$ cat src/rtl/cdq_pkg.sv
// cdq_pkg: widths, request codes, status codes and controller command type
// for the circular deque; no dependencies
package cdq_pkg;

  localparam int DEPTH_DEFAULT = 8;
  localparam int DATA_W        = 32;
  localparam int FUNC_W        = 3;
  localparam int STAT_W        = 2;

  localparam logic [FUNC_W-1:0] FUNC_PUSH_FRONT = 3'd0;
  localparam logic [FUNC_W-1:0] FUNC_PUSH_REAR  = 3'd1;
  localparam logic [FUNC_W-1:0] FUNC_POP_FRONT  = 3'd2;
  localparam logic [FUNC_W-1:0] FUNC_POP_REAR   = 3'd3;
  localparam logic [FUNC_W-1:0] FUNC_NOP        = 3'd4;

  localparam logic [STAT_W-1:0] STAT_OK        = 2'd0;
  localparam logic [STAT_W-1:0] STAT_OVERFLOW  = 2'd1;
  localparam logic [STAT_W-1:0] STAT_UNDERFLOW = 2'd2;

  typedef struct packed {
    logic load;
    logic exec;
    logic rd_en;
    logic show;
  } cdq_cmd_t;

endpackage

$ cat src/rtl/cdq_ram.sv
// cdq_ram: generic single-write, dual-read RAM with registered read data
// no dependencies
module cdq_ram #(
  parameter int WIDTH = 32,
  parameter int DEPTH = 8
) (
  input  logic                     clk,
  input  logic                     we,
  input  logic [$clog2(DEPTH)-1:0] waddr,
  input  logic [WIDTH-1:0]         wdata,
  input  logic                     re,
  input  logic [$clog2(DEPTH)-1:0] raddr_a,
  input  logic [$clog2(DEPTH)-1:0] raddr_b,
  output logic [WIDTH-1:0]         rdata_a,
  output logic [WIDTH-1:0]         rdata_b
);

  logic [WIDTH-1:0] mem [DEPTH];

  always_ff @(posedge clk) begin
    if (we) begin
      mem[waddr] <= wdata;
    end
    if (re) begin
      rdata_a <= mem[raddr_a];
      rdata_b <= mem[raddr_b];
    end
  end

endmodule

$ cat src/rtl/cdq_ctrl.sv
// cdq_ctrl: request sequencer for the circular deque
// depends on cdq_pkg for the command type
module cdq_ctrl (
  input  logic              clk,
  input  logic              rst,
  input  logic              start,
  output logic              busy,
  output cdq_pkg::cdq_cmd_t cmd
);
  import cdq_pkg::*;

  localparam logic [1:0] S_IDLE = 2'd0;
  localparam logic [1:0] S_EXEC = 2'd1;
  localparam logic [1:0] S_READ = 2'd2;
  localparam logic [1:0] S_OUT  = 2'd3;

  logic [1:0] state;
  logic [1:0] state_next;

  always_comb begin
    state_next = state;
    case (state)
      S_IDLE: begin
        if (start) state_next = S_EXEC;
      end
      S_EXEC: state_next = S_READ;
      S_READ: state_next = S_OUT;
      S_OUT: begin
        state_next = start ? S_EXEC : S_IDLE;
      end
      default: state_next = S_IDLE;
    endcase
  end

  always_ff @(posedge clk) begin
    if (rst) begin
      state <= S_IDLE;
    end else begin
      state <= state_next;
    end
  end

  assign busy      = (state == S_EXEC) || (state == S_READ);
  assign cmd.load  = start && !busy;
  assign cmd.exec  = (state == S_EXEC);
  assign cmd.rd_en = (state == S_READ);
  assign cmd.show  = (state == S_OUT);

endmodule

$ cat src/rtl/cdq_datapath.sv
// cdq_datapath: head, tail and count registers, entry store and result muxing
// depends on cdq_pkg and cdq_ram
module cdq_datapath #(
  parameter int DEPTH = cdq_pkg::DEPTH_DEFAULT
) (
  input  logic                               clk,
  input  logic                               rst,
  input  cdq_pkg::cdq_cmd_t                  cmd,
  input  logic [cdq_pkg::FUNC_W-1:0]         func,
  input  logic signed [cdq_pkg::DATA_W-1:0]  data_value,
  output logic signed [cdq_pkg::DATA_W-1:0]  front_value,
  output logic signed [cdq_pkg::DATA_W-1:0]  rear_value,
  output logic                               is_empty,
  output logic                               is_full,
  output logic [cdq_pkg::STAT_W-1:0]         status,
  output logic [$clog2(DEPTH+1)-1:0]         occupancy
);
  import cdq_pkg::*;

  localparam int IDX_W = $clog2(DEPTH);
  localparam int CNT_W = $clog2(DEPTH + 1);
  localparam logic [IDX_W-1:0] IDX_LAST = IDX_W'(DEPTH - 1);
  localparam logic [CNT_W-1:0] CNT_FULL = CNT_W'(DEPTH);

  logic [FUNC_W-1:0] func_r;
  logic [DATA_W-1:0] data_r;
  logic [IDX_W-1:0]  head;
  logic [IDX_W-1:0]  tail;
  logic [CNT_W-1:0]  count;
  logic [STAT_W-1:0] status_r;

  logic [IDX_W-1:0]  head_next;
  logic [IDX_W-1:0]  tail_next;
  logic [CNT_W-1:0]  count_next;
  logic [STAT_W-1:0] status_next;
  logic              we;
  logic [IDX_W-1:0]  waddr;
  logic [IDX_W-1:0]  head_inc;
  logic [IDX_W-1:0]  head_dec;
  logic [IDX_W-1:0]  tail_inc;
  logic [IDX_W-1:0]  tail_dec;
  logic              is_push;
  logic              is_pop;
  logic              q_full;
  logic              q_empty;
  logic [DATA_W-1:0] rd_front;
  logic [DATA_W-1:0] rd_rear;

  assign head_inc = (head == IDX_LAST) ? '0 : head + 1'b1;
  assign head_dec = (head == '0) ? IDX_LAST : head - 1'b1;
  assign tail_inc = (tail == IDX_LAST) ? '0 : tail + 1'b1;
  assign tail_dec = (tail == '0) ? IDX_LAST : tail - 1'b1;

  assign is_push = (func_r == FUNC_PUSH_FRONT) || (func_r == FUNC_PUSH_REAR);
  assign is_pop  = (func_r == FUNC_POP_FRONT) || (func_r == FUNC_POP_REAR);
  assign q_full  = (count == CNT_FULL);
  assign q_empty = (count == '0);

  always_comb begin
    head_next   = head;
    tail_next   = tail;
    count_next  = count;
    status_next = STAT_OK;
    we          = 1'b0;
    waddr       = '0;
    if (is_push) begin
      if (q_full) begin
        status_next = STAT_OVERFLOW;
      end else if (q_empty) begin
        head_next  = '0;
        tail_next  = '0;
        count_next = CNT_W'(1);
        we         = 1'b1;
      end else if (func_r == FUNC_PUSH_FRONT) begin
        head_next  = head_dec;
        waddr      = head_dec;
        count_next = count + 1'b1;
        we         = 1'b1;
      end else begin
        tail_next  = tail_inc;
        waddr      = tail_inc;
        count_next = count + 1'b1;
        we         = 1'b1;
      end
    end else if (is_pop) begin
      if (q_empty) begin
        status_next = STAT_UNDERFLOW;
      end else if (count == CNT_W'(1)) begin
        head_next  = '0;
        tail_next  = '0;
        count_next = '0;
      end else begin
        if (func_r == FUNC_POP_FRONT) begin
          head_next = head_inc;
        end else begin
          tail_next = tail_dec;
        end
        count_next = count - 1'b1;
      end
    end
  end

  always_ff @(posedge clk) begin
    if (cmd.load) begin
      func_r <= func;
      data_r <= data_value;
    end
  end

  always_ff @(posedge clk) begin
    if (rst) begin
      head     <= '0;
      tail     <= '0;
      count    <= '0;
      status_r <= STAT_OK;
    end else if (cmd.exec) begin
      head     <= head_next;
      tail     <= tail_next;
      count    <= count_next;
      status_r <= status_next;
    end
  end

  cdq_ram #(
    .WIDTH (DATA_W),
    .DEPTH (DEPTH)
  ) u_store (
    .clk     (clk),
    .we      (cmd.exec && we),
    .waddr   (waddr),
    .wdata   (data_r),
    .re      (cmd.rd_en),
    .raddr_a (head),
    .raddr_b (tail),
    .rdata_a (rd_front),
    .rdata_b (rd_rear)
  );

  // empty queue shows all ones at both ends
  assign front_value = q_empty ? '1 : rd_front;
  assign rear_value  = q_empty ? '1 : rd_rear;
  assign is_empty    = q_empty;
  assign is_full     = q_full;
  assign status      = status_r;
  assign occupancy   = count;

endmodule

$ cat src/rtl/circular_deque.sv
// circular_deque: an accepted request passes through the EXEC, READ and OUT states; done is high in OUT.
// a new request is taken while idle or, at the earliest, in the cycle done is high; none is taken while busy.
// each request is executed on the head, tail and count registers, then the entry RAM is read with registered read data.
// synchronous reset empties the queue; the entry RAM contents are not cleared.
// done lasts exactly one cycle and the receiver cannot hold it off.
// depends on cdq_pkg, cdq_ctrl, cdq_datapath and cdq_ram
module circular_deque #(
  parameter int DEPTH = cdq_pkg::DEPTH_DEFAULT
) (
  input  logic                               clk,
  input  logic                               rst,
  input  logic                               start,
  output logic                               busy,
  input  logic [cdq_pkg::FUNC_W-1:0]         func,
  input  logic signed [cdq_pkg::DATA_W-1:0]  data_value,
  output logic                               done,
  output logic signed [cdq_pkg::DATA_W-1:0]  front_value,
  output logic signed [cdq_pkg::DATA_W-1:0]  rear_value,
  output logic                               is_empty,
  output logic                               is_full,
  output logic [cdq_pkg::STAT_W-1:0]         status,
  output logic [$clog2(DEPTH+1)-1:0]         occupancy
);
  import cdq_pkg::*;

  cdq_cmd_t cmd;

  cdq_ctrl u_ctrl (
    .clk   (clk),
    .rst   (rst),
    .start (start),
    .busy  (busy),
    .cmd   (cmd)
  );

  cdq_datapath #(
    .DEPTH (DEPTH)
  ) u_datapath (
    .clk         (clk),
    .rst         (rst),
    .cmd         (cmd),
    .func        (func),
    .data_value  (data_value),
    .front_value (front_value),
    .rear_value  (rear_value),
    .is_empty    (is_empty),
    .is_full     (is_full),
    .status      (status),
    .occupancy   (occupancy)
  );

  assign done = cmd.show;

endmodule
$ cat config.mk
export PLATFORM = sky130hd
export DESIGN_NAME = circular_deque
export DESIGN_NICKNAME = d
export VERILOG_FILES = /design/src/rtl/cdq_pkg.sv /design/src/rtl/cdq_ram.sv /design/src/rtl/cdq_ctrl.sv /design/src/rtl/cdq_datapath.sv /design/src/rtl/circular_deque.sv
export SDC_FILE = /design/constraint.sdc
export NUM_CORES = 1
export LEC_CHECK = 0
export ABC_CLOCK_PERIOD_IN_PS = 6350
export CORE_UTILIZATION = 42
export DETAILED_ROUTE_END_ITERATION = 10
export DONT_BUFFER_PORTS = 1
export GPL_ROUTABILITY_DRIVEN = 0
export PLACE_DENSITY = 0.65
export RECOVER_POWER = 50
export SLEW_MARGIN = 5
export SYNTH_ARGS = -nofsm -noshare
export SYNTH_HDL_FRONTEND = slang
export SYNTH_SLANG_ARGS = --single-unit
export TNS_END_PERCENT = 5
$ cat constraint.sdc
create_clock -name clk -period 6.35 [get_ports clk]
set_clock_uncertainty 0.05 [all_clocks]
set_input_delay 0.3175 -clock clk [delete_from_list [all_inputs] [get_ports clk]]
set_output_delay 0.3175 -clock clk [all_outputs]
set_load 0.02 [all_outputs]
After elaboration in Yosys (flattened, before gate mapping)

Memory sizes are Yosys's and may differ from the RTL's. A register that Yosys moved wholly into a read port is not among the register bits.
Index checks and enable logic that the tools add are counted.

Div/mod/pow operators: 0
Mux-type cells: 43
$mul: 0
Eq/ne operators: 16
Add/sub/neg operators: 6
Reduce and logical (&&, ||, !) cells: 16
Shifts and indexed selects: 0
$lt $le $gt $ge: 0
Bitwise logic cells: 0

Operators with widths:

| kind                                                                    | number |
|---|---|
| 3-bit two-way mux                                                       | 24 |
| 32-bit two-way mux                                                      | 2 |
| 4-bit two-way mux                                                       | 6 |
| 6-bit AND reduction                                                     | 2 |
| 3-bit logical NOT                                                       | 3 |
| 2-bit two-way mux                                                       | 4 |
| 2-bit case mux with 4 select lines                                      | 1 |
| 3-bit by 1-bit adder with 3-bit output, second input constant           | 2 |
| 3-bit by 2-bit equality test with 1-bit output, second input constant   | 2 |
| 3-bit equality test, second input constant                              | 2 |
| 1-bit two-way mux                                                       | 6 |
| 3-bit inequality test, second input constant                            | 2 |
| 3-bit by 1-bit subtractor with 3-bit output, second input constant      | 2 |
| 4-bit by 1-bit adder with 4-bit output, second input constant           | 1 |
| 2-bit equality test, second input constant                              | 2 |
| 4-bit by 1-bit equality test with 1-bit output, second input constant   | 1 |
| 4-bit equality test, second input constant                              | 1 |
| 4-bit logical NOT                                                       | 1 |
| 2-bit inequality test, second input constant                            | 2 |
| 4-bit AND reduction                                                     | 1 |
| 4-bit by 1-bit subtractor with 4-bit output, second input constant      | 1 |
| 3-bit by 1-bit equality test with 1-bit output, second input constant   | 1 |
| 1-bit logical OR                                                        | 3 |
| 3-bit by 2-bit inequality test with 1-bit output, second input constant | 1 |
| 7 further kinds                                                         | 8 |

Bits of input ports: 38
RAM bits: 256
Output and inout bits: 74
Bits in read-only memories: 0
Memories kept: 1
Latch bits: 0
Logic and storage cells: 89
Register bits: 49

Memories:

| name                   | words | width | rd ports | clocked after Yosys merged registers in | write ports | RTL line      | source |
|---|---|---|---|---|---|---|---|
| u_datapath.u_store.mem | 8     | 32    | 2        | 2                                       | 1           | cdq_ram.sv:18 | `logic [WIDTH-1:0] mem [DEPTH];` |

Depth between registers and ports, before layout

Word-level depth: 7
Depth in mapped cells: 9
Mapped depth without buffers: 7

Cells and area by module

A second synthesis with hierarchy kept.

Cell total of the unflattened synthesis: 812
Area, all modules: 16487.1 um2

By module, submodules not included:

| module       | area an instance (um2) | instances | seq. area each (um2) | cells each |
|---|---|---|---|---|
| cdq_ram      | 13820.8                | 1         | 9609.2               | 561 |
| cdq_datapath | 2508.7                 | 1         | 1291.2               | 235 |
| cdq_ctrl     | 157.7                  | 1         | 40.0                 | 16 |

Worst setup path after synthesis

Ideal clock, no wire load.

Path type: register -> register
Start point: register u_datapath.head[1]
End point: memory u_datapath.u_store.mem[0][0] (enable)
Cell stages (with the launch flop): 9
Buffers on the path: 2
Library setup time: 0.421 ns
Required time: 5.879 ns
Data arrival time: 3.147 ns
Period minus slack after synthesis: 3.618 ns
Slack: 2.732 ns
Cells stage by stage: dfxtp_1 buf_2 buf_1 inv_1 ha_1 nor2b_1 o311ai_0 nand2_1 nor2_1

Longest elaborated chain between the ends: 6
Elaborated cells on any way between the ends: 7
Classes of those cells: add/sub (1); mux (5); reduce/logical (1)

RTL lines:

| what                                                                                    | RTL line            | source |
|---|---|---|
| start: declaration                                                                      | cdq_datapath.sv:27  | `logic [IDX_W-1:0] head;` |
| start signal: assignment                                                                | cdq_datapath.sv:117 | `head <= head_next;` |
| 3-bit by 1-bit subtractor with 3-bit output / 3-bit logical NOT (equally long branches) | cdq_datapath.sv:50  | `assign head_dec = (head == '0) ? IDX_LAST : head - 1'b1;` |
| 3-bit two-way mux *                                                                     | cdq_datapath.sv:50  |  |
| 3-bit two-way mux *                                                                     | cdq_datapath.sv:74  | `end else if (func_r == FUNC_PUSH_FRONT) begin` |
| 3-bit two-way mux *                                                                     | cdq_datapath.sv:69  | `end else if (q_empty) begin` |
| 3-bit two-way mux *                                                                     | cdq_datapath.sv:67  | `if (q_full) begin` |
| 3-bit two-way mux *                                                                     | cdq_datapath.sv:66  | `if (is_push) begin` |
| end: declaration                                                                        | cdq_ram.sv:18       |  |

Mark *: on every way between the ends. The rest lies on a longest branch, timed or not.

==> summary.md <==
| Metric | Value |
|---|---|
| Status | finished with violations |
| Failing checks | max-capacitance violations, max-slew violations |
| Die Span X | 199 um |
| TritonCTS Buffers | 40 |
| Finished Cell Area | 18,600 um2 |
| Fin. max-slew vios | 101 |
| Setup bufs post-CTS | 0 |
| Synthesized net count | 878 |
| Layout area overhead | 14.0% |
| Fin crit share | 55.4% |
| Vias in the first global route | 8,290 |
| Initial DRC count | 606 |
| Post_cts resized | 0 |
| CP max FO | 35 |
| Largest net degree at the start of global routing | 70 |
| CP startpoint kind | register |
| Final Hold Vio Count | 0 |
| DR pass1 iterations | 6 |
| R2r setup slk | 2.83 ns |
| Hold_ws | 0.0410 ns |
| Die footprint | 39,500 um2 |
| Number of synthesized flops with an enable pin | 355 |
| Synth unique cells | 59 |
| Synthesis-stage register bit count | 369 |
| First-pass GRT wire length | 51,200 um |
| Fraction of registers with async set/reset | 0% |
| Setup CP Type | register to register |
| ANT nets after route | 0 |
| Detailed placement HPWL | 19,100 um |
| Post-CTS Hold Buffers | 36 |
| Number of diodes | 0 |
| Setup WS pre-CTS | 2.84 ns |
| NumNets Final | 915 |
| IO Pins | 112 |
| Final setup violation count | 0 |
| Drt total wl | 33,600 um |
| CTS clk-pin slew, worst paths | 0.06 ns |
| Largest stage delay, worst path | 1.86 ns |
| Syn avg cell area | 19.8 um2 |
| CP cell instances | inv_1, ha_1, nor2b_4, clkbuf_1 |
| Initial Utilization | 42.9% |
| Core area | 37,900 um2 |
| Dominant synthesized flop cell | edfxtp_1 |
| Slew margin rel. | -105% |
| Die height | 199 um |
| Synth Warn # | 0 |
| Post-DP Area | 16,800 um2 |
| Vias | 7,855 |
| Required @ worst endpoint | 6.41 ns |
| Critical-path top delay cell | clkbuf_1 |
| Clk_lat worst skew | 0.55 ns |
| Maximum vdd drop | 206 uV |
| Max-cap violations | 2 |
| Drt drc | 0 |
| CTS tree | built |
| Crit end category | register |
| Worst slew pin tran | 3.07 ns |
| Share of cells above drive strength 1 | 33.3% |
| Clock Sinks | 369 |
| Final min period | 3.52 ns |
| Post-synthesis instance total | 824 |
| Power Density | 431 nW/um2 |
| DR vias/cell | 5.59 |
| Setup TNS | 0 ns |
| Post-route worst setup slack | 2.83 ns |
| Core Rows | 71 |
| Sequential share of the synthesized area | 67.2% |
| Cell Area, Synth | 16,300 um2 |
| DR WL/cell | 23.9 um |
| Grt total ovfl | 0 |
| Worst min path class | input pin to register |
| # port buffers | 0 |
| Initial antenna violation count | 0 |
| WP data arrival | 3.58 ns |
| CTS Root Cell | clkbuf_16 |
| F_max | 284 MHz |
| H-tree levels | 2 |
| RSZ-0062 raised after global routing | no |
| Static leakage | 0.00560 uW |
| GR Util All Layers | 17.8% |
| Max Buffers Root-to-Sink | 3 |
## area by class of cell
| class | instances | area (um2) |
|---|---|---|
| Inverter | 12 | 57.6 |
| Tap cell | 511 | 639 |
| Timing Repair Buffer | 48 | 447 |
| Multi-Input combinational cell | 390 | 5010 |
| Clock buffer | 42 | 1030 |
| Sequential cell | 369 | 11000 |
| Fill cell | 3083 | 19400 |
| Clock inverter | 32 | 412 |
## placed cells by master, fill, tap and decap left out, types with 3 or more instances in the layout
master | netlist | final
inv_6 | 0 | 6
dlygate4sd3_1 | 0 | 36
dfxtp_4 | 0 | 3
buf_4 | 1 | 11
nor2_1 | 20 | 12
clkinv_2 | 0 | 8
clkinv_1 | 0 | 3
dfxtp_1 | 14 | 9
nor2_4 | 1 | 9
a21oi_1 | 13 | 14
nand2_1 | 9 | 9
mux4_2 | 128 | 128
nand2b_1 | 70 | 70
nand3_1 | 3 | 3
clkinv_4 | 0 | 5
mux2_2 | 64 | 62
bufinv_16 | 0 | 8
nor3_1 | 11 | 11
edfxtp_1 | 355 | 355
ha_1 | 16 | 16
a211oi_1 | 4 | 4
inv_1 | 11 | 11
o21ai_0 | 6 | 6
clkbuf_16 | 0 | 41
a2111oi_0 | 3 | 3
## flip-flops by register name (all words and copies together) (netlist names)
register / cells
u_datapath.head: 3
u_datapath.occupancy: 4
u_datapath.tail: 3
u_datapath.data_r: 32
u_datapath.u_store.rdata_a: 32
u_datapath.func_r: 3
u_ctrl.state: 2
u_datapath.u_store.mem: 256
u_datapath.u_store.rdata_b: 32
u_datapath.status: 2
## metrics by stage
stage	power, uW	instances	utilization, %
finish	8000	1404	48.9
global route	8360	1404	48.9
CTS	8100	1404	49.0
detailed placement	5550	1294	44.2
global placement	5530	1294	44.2
floorplan	5050	824	-
## final timing paths
path	from	endpoint	cells past startpoint
setup / recovery	u_ctrl.state[0]	u_datapath.data_r[14]	4
hold / removal	start	u_ctrl.state[0]	4
setup reg to reg	u_ctrl.state[0]	u_datapath.data_r[14]	4
hold reg to reg	u_datapath.status[0]	u_datapath.status[0]	2
## routing by layer
metal | vias up | track usage (%) | part of all wire [%]
met1 | 4089 | 23.5 | 42
met4 | 0 | 6.01 | 2.3
li1 | 3473 | - | -
met5 | - | 0 | 0
met3 | 54 | 3.27 | 5.7
met2 | 239 | 29.6 | 50
## synthesized netlist by cell type (2+ instances only)
| master | instances | area share [%] |
|---|---|---|
| a2111oi_0 | 3 | 0.16 |
| a211oi_1 | 4 | 0.18 |
| a21oi_1 | 13 | 0.40 |
| and3_1 | 2 | 0.077 |
| buf_1 | 3 | 0.069 |
| buf_2 | 13 | 0.40 |
| buf_6 | 11 | 0.76 |
| clkbuf_1 | 22 | 0.51 |
| clkbuf_8 | 3 | 0.25 |
| dfxtp_1 | 14 | 1.7 |
| edfxtp_1 | 355 | 65 |
| ha_1 | 16 | 1.2 |
| inv_1 | 11 | 0.25 |
| mux2_2 | 64 | 4.4 |
| mux2i_1 | 2 | 0.12 |
| mux4_2 | 128 | 18 |
| nand2_1 | 9 | 0.21 |
| nand2b_1 | 70 | 2.7 |
| nand3_1 | 3 | 0.092 |
| nor2_1 | 20 | 0.46 |
| nor2b_1 | 2 | 0.077 |
| nor3_1 | 11 | 0.34 |
| nor3b_1 | 2 | 0.092 |
| o21ai_0 | 6 | 0.18 |
| o31ai_1 | 2 | 0.092 |
| xnor2_1 | 2 | 0.11 |
## where the power goes
part	internal, uW	total (uW)	leakage, uW	switching [uW]
combinational	774	1980	0.00155	1200
clock	1530	2520	0.000710	995
sequential	3200	3500	0.00334	296
total	5510	8000	0.00560	2490
## cells by family after synthesis
| group | count (synthesis) | synth area share [%] |
|---|---|---|
| adder cells (fa/ha/maj) | 16 | 1.23 |
| buffers and inverters | 65 | 2.39 |
| XOR/XNOR | 3 | 0.161 |
| AO/OA/AOI/OAI | 46 | 2.03 |
| flip-flops | 369 | 67.2 |
| multiplexers | 195 | 22.4 |
| AND/OR/NAND/NOR | 130 | 4.62 |
## worst max-delay path, delay by kind of cell, from the launching register on
family / cells / cell delay, ns
flops: 1 / 0.43
simple gates: 1 / 0.14
buf+inv: 2 / 1.98
fa+ha+maj: 1 / 0.44
Power figures use the tool's default switching activity.
